**src/hdl/bsc_pkg.sv**
```systemverilog
`timescale 1ns / 1ps
// ----------------------------------------------------------------------------
// bsc_pkg
// Shared widths, codes and controller/datapath interface types for the
// uniform B-spline curve evaluator.
// ----------------------------------------------------------------------------
package bsc_pkg;

  localparam int MAX_POINTS = 64;
  localparam int PTS_AW     = 6;
  localparam int DEG_W      = 3;
  localparam int CNT_W      = 7;
  localparam int T_W        = 24;
  localparam int FRAC_W     = 16;
  localparam int COORD_W    = 32;
  localparam int BASIS_W    = 17;   // Q1.16, 65536 is one
  localparam int NUM_W      = 37;   // triangle numerator, Q32
  localparam int QN_W       = 21;   // numerator after dropping 16 fraction bits
  localparam int RECIP_W    = 25;
  localparam int RECIP_SH   = 24;
  localparam int QPROD_W    = QN_W + RECIP_W;
  localparam int MUL_W      = 50;   // signed coord times unsigned basis
  localparam int ACC_W      = 52;

  localparam logic [BASIS_W-1:0] ONE_Q16 = 17'h10000;

  // Item kinds
  localparam logic KIND_LOAD = 1'b0;
  localparam logic KIND_EVAL = 1'b1;

  // Register indexes
  localparam logic CFG_DEGREE = 1'b0;
  localparam logic CFG_COUNT  = 1'b1;

  localparam logic [DEG_W-1:0] DEGREE_RST = 3'd3;
  localparam logic [CNT_W-1:0] COUNT_RST  = 7'd4;
  localparam logic [CNT_W-1:0] COUNT_MAX  = 7'd64;

  // Controller to datapath
  typedef struct packed {
    logic             load_pt;
    logic             start_eval;
    logic             tri_rd;
    logic             tri_mul;
    logic             tri_div;
    logic             tri_wr;
    logic             sum_rd;
    logic             sum_mul;
    logic             sum_acc;
    logic             out_load;
    logic [DEG_W-1:0] q;
    logic [DEG_W-1:0] m;
  } cmd_t;

  // Datapath to controller
  typedef struct packed {
    logic [DEG_W-1:0] deg;
    logic             no_support;
    logic             out_full;
  } status_t;

  // ceil(2^24 / q): exact floor division by q for numerators below 2^21
  function automatic logic [RECIP_W-1:0] recip(input logic [DEG_W-1:0] q);
    logic [RECIP_W-1:0] r;
    case (q)
      3'd1:    r = 25'd16777216;
      3'd2:    r = 25'd8388608;
      3'd3:    r = 25'd5592406;
      3'd4:    r = 25'd4194304;
      3'd5:    r = 25'd3355444;
      3'd6:    r = 25'd2796203;
      3'd7:    r = 25'd2396746;
      default: r = '0;
    endcase
    return r;
  endfunction

endpackage

```
**src/hdl/bsc_ctrl.sv**
```systemverilog
`timescale 1ns / 1ps
// ----------------------------------------------------------------------------
// bsc_ctrl
// Sequencer: walks the basis triangle entry by entry, then the weighted sum,
// then loads the output register; outside the support it only loads it.
// ----------------------------------------------------------------------------
module bsc_ctrl import bsc_pkg::*; (
  input  logic    clk,
  input  logic    rst,
  input  logic    in_valid,
  input  logic    in_kind,
  output logic    in_ready,
  input  status_t sts,
  output cmd_t    cmd
);

  typedef enum logic [8:0] {
    S_IDLE = 9'b000000001,
    S_TRD  = 9'b000000010,
    S_TMUL = 9'b000000100,
    S_TDIV = 9'b000001000,
    S_TWR  = 9'b000010000,
    S_SRD  = 9'b000100000,
    S_SMUL = 9'b001000000,
    S_SACC = 9'b010000000,
    S_FIN  = 9'b100000000
  } state_t;

  state_t           state, state_next;
  logic [DEG_W-1:0] q, q_next;
  logic [DEG_W-1:0] m, m_next;

  // Next state and commands
  always_comb begin
    state_next = state;
    q_next     = q;
    m_next     = m;
    cmd        = '0;
    cmd.q      = q;
    cmd.m      = m;
    case (state)
      S_IDLE: begin
        if (in_valid) begin
          if (in_kind == KIND_LOAD) begin
            cmd.load_pt = 1'b1;
          end else begin
            cmd.start_eval = 1'b1;
            if (sts.no_support) begin
              state_next = S_FIN;
            end else if (sts.deg == '0) begin
              m_next     = '0;
              state_next = S_SRD;
            end else begin
              q_next     = 3'd1;
              m_next     = 3'd1;
              state_next = S_TRD;
            end
          end
        end
      end
      S_TRD: begin
        cmd.tri_rd = 1'b1;
        state_next = S_TMUL;
      end
      S_TMUL: begin
        cmd.tri_mul = 1'b1;
        state_next  = S_TDIV;
      end
      S_TDIV: begin
        cmd.tri_div = 1'b1;
        state_next  = S_TWR;
      end
      S_TWR: begin
        cmd.tri_wr = 1'b1;
        if (m != '0) begin
          m_next     = m - 3'd1;
          state_next = S_TRD;
        end else if (q == sts.deg) begin
          m_next     = '0;
          state_next = S_SRD;
        end else begin
          q_next     = q + 3'd1;
          m_next     = q + 3'd1;
          state_next = S_TRD;
        end
      end
      S_SRD: begin
        cmd.sum_rd = 1'b1;
        state_next = S_SMUL;
      end
      S_SMUL: begin
        cmd.sum_mul = 1'b1;
        state_next  = S_SACC;
      end
      S_SACC: begin
        cmd.sum_acc = 1'b1;
        if (m == sts.deg) begin
          state_next = S_FIN;
        end else begin
          m_next     = m + 3'd1;
          state_next = S_SRD;
        end
      end
      S_FIN: begin
        if (!sts.out_full) begin
          cmd.out_load = 1'b1;
          state_next   = S_IDLE;
        end
      end
      default: begin
        state_next = S_IDLE;
      end
    endcase
  end

  always_ff @(posedge clk) begin
    if (rst) begin
      state <= S_IDLE;
      q     <= '0;
      m     <= '0;
    end else begin
      state <= state_next;
      q     <= q_next;
      m     <= m_next;
    end
  end

  assign in_ready = (state == S_IDLE);

endmodule

```
**config.mk**
```make
export PLATFORM = sky130hd
export DESIGN_NAME = bsc_ctrl
export DESIGN_NICKNAME = d
export VERILOG_FILES = /design/src/hdl/bsc_pkg.sv /design/src/hdl/bsc_ctrl.sv
export SDC_FILE = /design/constraint.sdc
export NUM_CORES = 1
export LEC_CHECK = 0
export BUFFER_PORTS_ARGS = -buffer_cell sky130_fd_sc_hd__buf_4
export CAP_MARGIN = 20
export CORE_MARGIN = 2
export CORE_UTILIZATION = 35
export CTS_BUF_LIST = sky130_fd_sc_hd__clkbuf_16
export DETAILED_ROUTE_END_ITERATION = 6
export HOLD_SLACK_MARGIN = 0.08
export PLACE_DENSITY = 0.6
export REMOVE_ABC_BUFFERS = 1
export SYNTH_ARGS = -nofsm -noshare
export SYNTH_HDL_FRONTEND = slang
export SYNTH_SLANG_ARGS = --single-unit
```
**constraint.sdc**
```tcl
create_clock -name clk -period 1.75 [get_ports clk]
set_input_delay 0.2625 -clock clk [delete_from_list [all_inputs] [get_ports clk]]
set_output_delay 0.2625 -clock clk [all_outputs]
set_load 0.02 [all_outputs]
```
Yosys cells after proc, flatten, opt, wreduce, memory -nomap -nowiden

Index checks and enable logic that the tools add are counted.

Reductions and logical operators: 7
Mux-type cells: 37
Eq/ne operators: 19
Add/sub/neg operators: 3

Operators by type and width:

| operator                                                              | number |
|---|---|
| 9-bit case mux with 9 select lines                                    | 1 |
| 9-bit two-way mux                                                     | 5 |
| 3-bit two-way mux                                                     | 12 |
| 6-bit two-way mux                                                     | 3 |
| 2-bit != test, second input constant                                  | 8 |
| 1-bit two-way mux                                                     | 12 |
| 9-bit by 1-bit equality test with 1-bit output, second input constant | 1 |
| 9-bit by 2-bit equality test with 1-bit output, second input constant | 1 |
| 9-bit by 3-bit equality test with 1-bit output, second input constant | 1 |
| 9-bit by 4-bit equality test with 1-bit output, second input constant | 1 |
| 9-bit by 5-bit equality test with 1-bit output, second input constant | 1 |
| 9-bit by 6-bit equality test with 1-bit output, second input constant | 1 |
| 9-bit by 7-bit equality test with 1-bit output, second input constant | 1 |
| 9-bit by 8-bit equality test with 1-bit output, second input constant | 1 |
| 9-bit equality test, second input constant                            | 1 |
| 3-bit case mux with 3 select lines                                    | 1 |
| 7-bit AND reduction                                                   | 1 |
| 3-bit by 1-bit adder with 3-bit output, second input constant         | 2 |
| 3-bit equality test                                                   | 2 |
| 3-bit case mux with 2 select lines                                    | 1 |
| 3-bit nonzero test                                                    | 2 |
| 5-bit AND reduction                                                   | 1 |
| 2-bit two-way mux                                                     | 2 |
| 3-bit logical NOT                                                     | 1 |
| other kinds (3)                                                       | 3 |

Bits in registers: 15
Bits of input ports: 9
Output and inout port bits: 17

Logic depth before layout (Yosys ltp)

Gate-level depths: netlist of run 1.

Word-level depth: 6
Gate-level depth with buffers: 7
Gate-level depth less buffers: 7

Least setup slack after synthesis of run 1

OpenSTA, ideal clock, no wires.

Path kind: register to register
Start point: reg m[0]
End point: reg m[0]
Stages on the path, launching flop included: 8
Library setup time: 122 ps
Path buffers: 0
Arrival time: 1886 ps
Setup slack: -258 ps
Cell sequence: dfxtp_1 > inv_1 > ha_1 > nor2b_1 > o31a_1 > and3_2 > a211o_1 > o311a_1

Cells in the longest elaborated chain, start to end: 3

RTL lines:

| item                                                                      | RTL line        | source |
|---|---|---|
| start, declared                                                           | bsc_ctrl.sv:31  | `logic [DEG_W-1:0] m, m_next;` |
| start signal, assigned                                                    | bsc_ctrl.sv:124 | `m <= m_next;` |
| 3-bit by 1-bit adder with 3-bit output (tied with other cells)            | bsc_ctrl.sv:100 | `m_next = m + 3'd1;` |
| 3-bit two-way mux (tied with other cells)                                 | bsc_ctrl.sv:97  | `if (m == sts.deg) begin` |
| 3-bit case mux with 3 select lines or 5-bit AND reduction (tied branches) | n/a             |  |

Several ways; a longest one is shown, not always the timed one. The select of a mux whose other input is x is not followed.
A chain may end at the register's enable or synchronous reset.

==> results by group, run 1 <==
Finish
  – Area growth, synth to finish: 65.3%
  – Most frequent cells in the layout: buf_4, nor2_1, o21ai_0
  – Most common cell after layout, fill and taps aside: buf_4
  – Finished Cell Area: 1980 µm²
  – Final net count: 231
  – Ant diodes: 0
  – Fraction of layout cells with a size suffix above 1: 53.0%

Synthesis
  – Warnings, synthesis: 0
  – Main combinational cell family by area after synthesis: simple AND/OR/NAND/NOR gates
  – Number of flops mapped to enable cells by yosys: 0
  – Post-synthesis compound-gate area fraction: 24.2%
  – Multiplexer share of the synthesized area: 0%
  – Cells after Synth: 145
  – Synth unique cells: 48
  – Primary FF master, synth: dfxtp_1
  – Sequential-to-total area share from yosys stat: 25.0%
  – Synthesis-stage register bit count: 15
  – Simple-gate share of the synthesized area: 34.7%
  – Synth async-reset ratio: 0%
  – Synth Cell Area: 1200 µm²
  – Synth Area in XOR/XNOR: 5.84%
  – Syn_area_per_cell: 8.28 µm²
  – Post-Synth Adder-Cell Area: 4.17%

STA
  – Final WS setup: -99.7 ps
  – Slew Limit Headroom: 67.8%
  – Clock period minus worst slack: 1850 ps
  – RSZ-0062 raised after global routing: yes
  – Max-slew violation count: 0
  – Worst slew pin tran: 479 ps
  – Setup_tns: -408 ps
  – Fin crit share: 106%
  – Setup violations, final: 9
  – Final hold violations: 0
  – Setup Skew: 2.87 ps
  – Fmax: 541 MHz

Placement
  – GP Congestion: 0.927
  – Dpl hpwl: 2780 µm
  – Post-DP Area: 1690 µm²
  – # port buffers: 25

Critical path
  – Critical Path Start Type: register
  – Delay-heaviest family, CP: simple AND/OR/NAND/NOR gates
  – Worst EP required: 1490 ps
  – Crit path DAT: 1590 ps
  – Slowest cell on crit path: or3_4
  – WS Path Type: reg -> out
  – Worst Path Max Fanout: 4
  – CP peak stage delay: 420 ps
  – Critical path capture point type: output port
  – CP Buf/Inv Count: 1
  – Critical path, cell by cell: or3_4 > nor3_4 > nand2_2 > nor3b_2 > buf_4

Die
  – Core Area: 3310 µm²
  – Starting density of the core: 36.2%
  – Die Area: 3910 µm²
  – I/O pin count: 26
  – Die Y: 62.6 µm
  – Row Count: 21
  – Die width: 62.6 µm

Power and ir drop
  – Lkg Pwr: 0.868 nW
  – PwrDens: 937 nW/µm²
  – Internal power: 1.18 mW
  – NetSw: 673 µW
  – Seq pwr share: 22.6%
  – Combinational fraction of design power: 53.5%
  – Part of the power in the clock network: 24.0%
  – Final Power: 1.86 mW
  – Net Sw Frac: 36.3%
  – Worst vdd ir: 0.000524 V

Routing
  – Routed vias/inst: 5.20
  – DRT antenna net count: 0
  – Routed vias: 1,368
  – Routed WL: 3740 µm
  – DR WL/cell: 14.2 µm
  – Initial detailed-routing violation count: 46
  – First-pass DRT Iterations: 4
  – DRC viols: 0

Clock tree
  – CTS H-tree depth: 1
  – Sink Count: 15
  – Clk slew on worst S/H paths: 50 ps
  – Clock root cell: clkbuf_16
  – CTS Buf Count: 3
  – CTS tree: built
  – Later-pin clock latency in the skew report: 250 ps
  – CTS Buffer Depth: 2

Outcome
  – Failing checks: setup timing
  – Outcome: finished, violations left

Job
  – Maxcap violations: 0

Worst hold path
  – Hold Crit Class: in -> reg

Global routing
  – Largest net degree at the start of global routing: 9
  – Total Routing Usage GR: 19.5%
  – Initial antenna violation count: 0
  – Vias in the first global route: 1,358
  – First-pass GRT wire length: 6110 µm
  – Total gr overflow: 0
==> final cells by class <==
| cell class | count | area, µm² |
|---|---|---|
| clock buffer | 3 | 75.1 |
| clock inverter | 1 | 3.75 |
| fill | 302 | 1330 |
| inverter | 12 | 47.5 |
| multi-input combinational | 115 | 943 |
| sequential | 15 | 312 |
| tap | 46 | 57.6 |
| timing repair buffer | 71 | 544 |
==> final timing paths <==
| path | start | endpoint | slack, ps | depth (start not counted) |
|---|---|---|---|---|
| max | state[6] | cmd[12] | -100 | 5 |
| min reg2reg | q[2] | q[2] | 560 | 2 |
| max reg2reg | state[6] | m[2] | -10 | 5 |
| min | rst | m[2] | 250 | 2 |
==> cells by family after synthesis <==
group,Yosys count
buf+inv,15
flops,15
fa+ha+maj,4
compound gates,40
xor+xnor,8
simple gates,63
==> what timing repair did <==
action	4_1_cts	5_1_grt
pin swaps	11	10
setup endpoints to repair	14	22
hold endpoints to repair	0	0
resized for setup	19	21
setup buffers	7	4
hold buffers	0	0
==> routing by layer <==
layer | wire length [µm] | vias up | track usage (%) | part of all wire [%]
met2 | 1950 | 39 | 37.0 | 52
met1 | 1600 | 642 | 22.2 | 43
met3 | 149 | 5 | 2.88 | 4.0
li1 | - | 682 | - | -
met4 | 48 | 0 | 5.83 | 1.3
met5 | 0 | - | 0 | 0
==> synth_stat cells (all sizes together) (2+ instances only) <==
| library cell | n | area share, % |
|---|---|---|
| nor3 | 10 | 4.2 |
| o21a | 2 | 1.3 |
| nor3b | 2 | 1.3 |
| a211o | 3 | 2.2 |
| nand2b | 4 | 2.1 |
| o2111a | 2 | 1.9 |
| xor2 | 4 | 2.9 |
| ha | 4 | 4.2 |
| and3 | 2 | 1.1 |
| nand3 | 2 | 1.3 |
| nand4 | 3 | 2.6 |
| xnor2 | 4 | 2.9 |
| nand2 | 6 | 1.9 |
| nor4b | 3 | 4.7 |
| o21ai | 10 | 4.2 |
| dfxtp | 15 | 25 |
| o211ai | 2 | 1.3 |
| buf | 2 | 1.9 |
| o311a | 3 | 2.6 |
| nor2 | 15 | 4.7 |
| inv | 11 | 3.4 |
| nor4 | 3 | 2.8 |
| nand3b | 4 | 2.5 |
| a22oi | 2 | 1.7 |
| a21oi | 8 | 3.3 |
| nor2b | 4 | 2.1 |
==> worst register-to-register path, stage by stage, from the launching register on <==
cell and delay, ps:
dfxtp_2 330, or3_4 420, nor4b_4 330, a22oi_2 170, a211o_1 290, a31oi_1 150
==> power groups by stage <==
stage	sequential [mW]	combinational [mW]	clock (mW)
floorplan	0.454	0.444	0
global placement	0.417	0.823	0
CTS	0.417	0.903	0.450
global route	0.423	1.08	0.469
detailed placement	0.419	0.835	0
finish	0.419	0.993	0.445
==> registers in the layout, summed over array words and instances, names as in the netlist <==
register	count
q	3
m	3
state	9
==> per-stage QoR <==
step                setup slack [ps]  hold WS, ps  cells  utilization (%)
detailed placement             -39.1          513    249             51.0
global placement                1.99          507    249             51.0
floorplan                       -270          332    142                -
global route                    -176          266    263             59.9
finish                         -99.7          248    263             59.9
CTS                             -114          250    260             56.7
(Power assumes the default switching activity.)
==> run 2, diff against run 1 <==
--- a/config.mk
+++ b/config.mk
@@ -8,12 +8,13 @@
 export BUFFER_PORTS_ARGS = -buffer_cell sky130_fd_sc_hd__buf_4
 export CAP_MARGIN = 20
 export CORE_MARGIN = 2
-export CORE_UTILIZATION = 35
+export CORE_UTILIZATION = 28
 export CTS_BUF_LIST = sky130_fd_sc_hd__clkbuf_16
 export DETAILED_ROUTE_END_ITERATION = 6
 export HOLD_SLACK_MARGIN = 0.08
-export PLACE_DENSITY = 0.6
+export PLACE_DENSITY = 0.55
 export REMOVE_ABC_BUFFERS = 1
+export SETUP_SLACK_MARGIN = 0.4
 export SYNTH_ARGS = -nofsm -noshare
 export SYNTH_HDL_FRONTEND = slang
 export SYNTH_SLANG_ARGS = --single-unit
==> results by group, run 2 (same netlist as run 1, synthesis figures left out) <==
Critical path
  – R2R Setup Slk: 0 ps (about the same)
  – Worst EP required: 1490 ps (about the same)
  – Worst Path Max Fanout: 4 (unchanged)
  – Cells on worst reg2reg path: 7 (+2)
  – WS Path Type: reg -> out
  – Reg2reg end: m[0]
  – Critical path capture point type: output port
  – Crit path DAT: 1580 ps (about the same)
  – Critical Path Start Type: register
  – Reg-to-reg critical path startpoint: m[0]

Clock tree
  – CTS tree: built
  – Clock root cell: clkbuf_16
  – CTS Buffer Depth: 2 (unchanged)
  – Clk slew on worst S/H paths: 50 ps (about the same)
  – Hold-fix buffers at CTS: 0 (unchanged)
  – Later-pin clock latency in the skew report: 250 ps (about the same)
  – CTS H-tree depth: 1 (unchanged)
  – Sink Count: 15 (unchanged)
  – CTS Buf Count: 3 (unchanged)

STA
  – Final WS setup: -95.3 ps (+4.40 ps)
  – Setup Skew: 3.32 ps (+0.449 ps)
  – RSZ-0062 raised after global routing: yes
  – Fmax: 542 MHz (+0.24%)
  – Max-slew violation count: 0 (unchanged)
  – Worst slew pin tran: 577 ps (+98.3 ps)
  – Slew Limit Headroom: 61.2% (-6.6 points)
  – Setup violations, final: 7 (-2)
  – Final hold violations: 0 (unchanged)
  – Setup_tns: -392 ps (+16.6 ps)
  – Clock period minus worst slack: 1850 ps (-4.40 ps)
  – Fin crit share: 105% (-0.25 points)

Power and ir drop
  – PwrDens: 936 nW/µm² (about the same)
  – Worst vdd ir: 0.000801 V (+53%)
  – Internal power: 1.35 mW (+14%)
  – Lkg Pwr: 0.985 nW (+13%)
  – Part of the power in the clock network: 21.9% (-2.1 points)
  – Net Sw Frac: 36.7% (+0.46 points)
  – NetSw: 781 µW (+16%)
  – Final Power: 2.13 mW (+14%)
  – Seq pwr share: 20.2% (-2.4 points)
  – Combinational fraction of design power: 57.9% (+4.4 points)

Finish
  – Most common cell after layout, fill and taps aside: buf_4
  – Leading registers by flop count: state: 9 flops, m: 3 flops, q: 3 flops
  – Fillers: 360 (+19%)
  – Max FFs per register: 9 (unchanged)
  – Top reg by flops: state
  – Most frequent cells in the layout: buf_4, buf_6, nor2_1
  – Area growth, synth to finish: 89.3%
  – Fraction of layout cells with a size suffix above 1: 63.4% (+10 points)
  – Util after Layout: 56.0% (-3.9 points)
  – Ant diodes: 0 (unchanged)
  – Final net count: 246 (+6.5%)

Worst hold path
  – Hold Crit Class: in -> reg
  – Hold path cells: 2 (unchanged)
  – WHS Endpoint: state[8]
  – Hold wc startpoint: rst

Die
  – Die Area: 4820 µm² (+23%)
  – I/O pin count: 26 (unchanged)
  – Core Area: 4060 µm² (+23%)
  – Die width: 69.5 µm (+11%)
  – Die Y: 69.5 µm (+11%)
  – Row Count: 23 (+9.5%)
  – Starting density of the core: 29.6% (-6.7 points)

Routing
  – DRC viols: 0 (unchanged)
  – First-pass DRT Iterations: 4 (unchanged)
  – Routed WL: 4380 µm (+17%)
  – Initial detailed-routing violation count: 66 (+43%)
  – DRT antenna net count: 0 (unchanged)
  – DR WL/cell: 15.5 µm (+9.2%)
  – Routed vias/inst: 5.28 (+1.5%)
  – Routed vias: 1,489 (+8.8%)

Outcome
  – Outcome: finished, violations left
  – Failing checks: setup timing

Global routing
  – Total gr overflow: 0 (unchanged)
  – Vias in the first global route: 1,564 (+15%)
  – First-pass GRT wire length: 7270 µm (+19%)
  – Initial antenna violation count: 0 (unchanged)
  – Largest net degree at the start of global routing: 10 (+1)
  – Total Routing Usage GR: 18.5% (-1.0 points)

Job
  – Maxcap violations: 0 (unchanged)

Placement
  – # port buffers: 25 (unchanged)
  – GP Congestion: 0.910 (-1.8%)
  – Dpl hpwl: 2820 µm (+1.5%)
[run 2: cell types whose count changed in the layout (fill, tap and decap cells not counted), moves of 3 or more]
cell / before / now
buf_6: 3 / 22
buf_4: 68 / 64
nor2_1: 14 / 10
dfxtp_1: 8 / 5
inv_2: 5 / 2
nor2_2: 1 / 4
o21ai_0: 9 / 6
o21ai_1: 1 / 4
[run 2: stage by stage]
stage	std cells	hold WS, ps	instance area (µm²)	worst slack, ps
2_1_floorplan	142	332	1170	-270
3_5_place_dp	247	514	1650	-54.9
3_3_place_gp	247	508	1650	-8.89
5_1_grt	282	257	2270	-156
6_report	282	257	2270	-95.3
4_1_cts	270	254	2140	-82.1
[run 2: worst max path at each step]
| stage | from | endpoint | slack (ps) |
|---|---|---|---|
| 6_report | state[8] | cmd[12] | -100 |
| 5_1_grt | state[8] | cmd[12] | -160 |
| 4_1_cts | state[8] | cmd[12] | -80 |
| 3_5_place_dp | m[0] | m[0] | -50 |
| 3_3_place_gp | q[0] | m[2] | -9 |
| 2_1_floorplan | m[0] | m[0] | -270 |
[run 2: area by class of cell]
cell class | count | area, µm² | share of cell area (%)
clock buffer | 3 | 75.1 | 3.31
multi-input combinational | 115 | 1030 | 45.2
clock inverter | 1 | 5.00 | 0.220
timing repair buffer | 86 | 728 | 32.1
tap | 50 | 62.6 | 2.75
sequential | 15 | 320 | 14.1
inverter | 12 | 52.6 | 2.31
[run 2: critical path, cell delays in order (launching register included)]
cell and delay, ps:
dfxtp_2 310, or3_4 430, nor3_4 150, nand2_2 120, nor3b_2 160, buf_4 160
[run 2: power groups by stage]
stage                     Clock, mW  Combinational (mW)  Sequential [mW]
final                         0.466                1.23            0.429
after CTS                     0.468                1.13            0.426
after global routing          0.495                1.32            0.435
after global placement            0               0.800            0.418
after detailed placement          0               0.816            0.421
after floorplan                   0               0.444            0.454
[run 2: metal layers]
layer | track usage (%) | wire [µm] | vias to the layer above | share of wire (%)
met5 | 0 | 0 | - | 0
met4 | 5.45 | 119 | 0 | 2.7
met3 | 3.63 | 157 | 10 | 3.6
met2 | 35.5 | 2360 | 43 | 54
met1 | 20.2 | 1750 | 723 | 40
li1 | - | - | 713 | -
[run 2: repair_timing]
item,CTS,global route
setup buffers,19,12
pin swaps,21,12
gates cloned,0,0
setup endpoints to repair,26,26
resized for setup,75,14
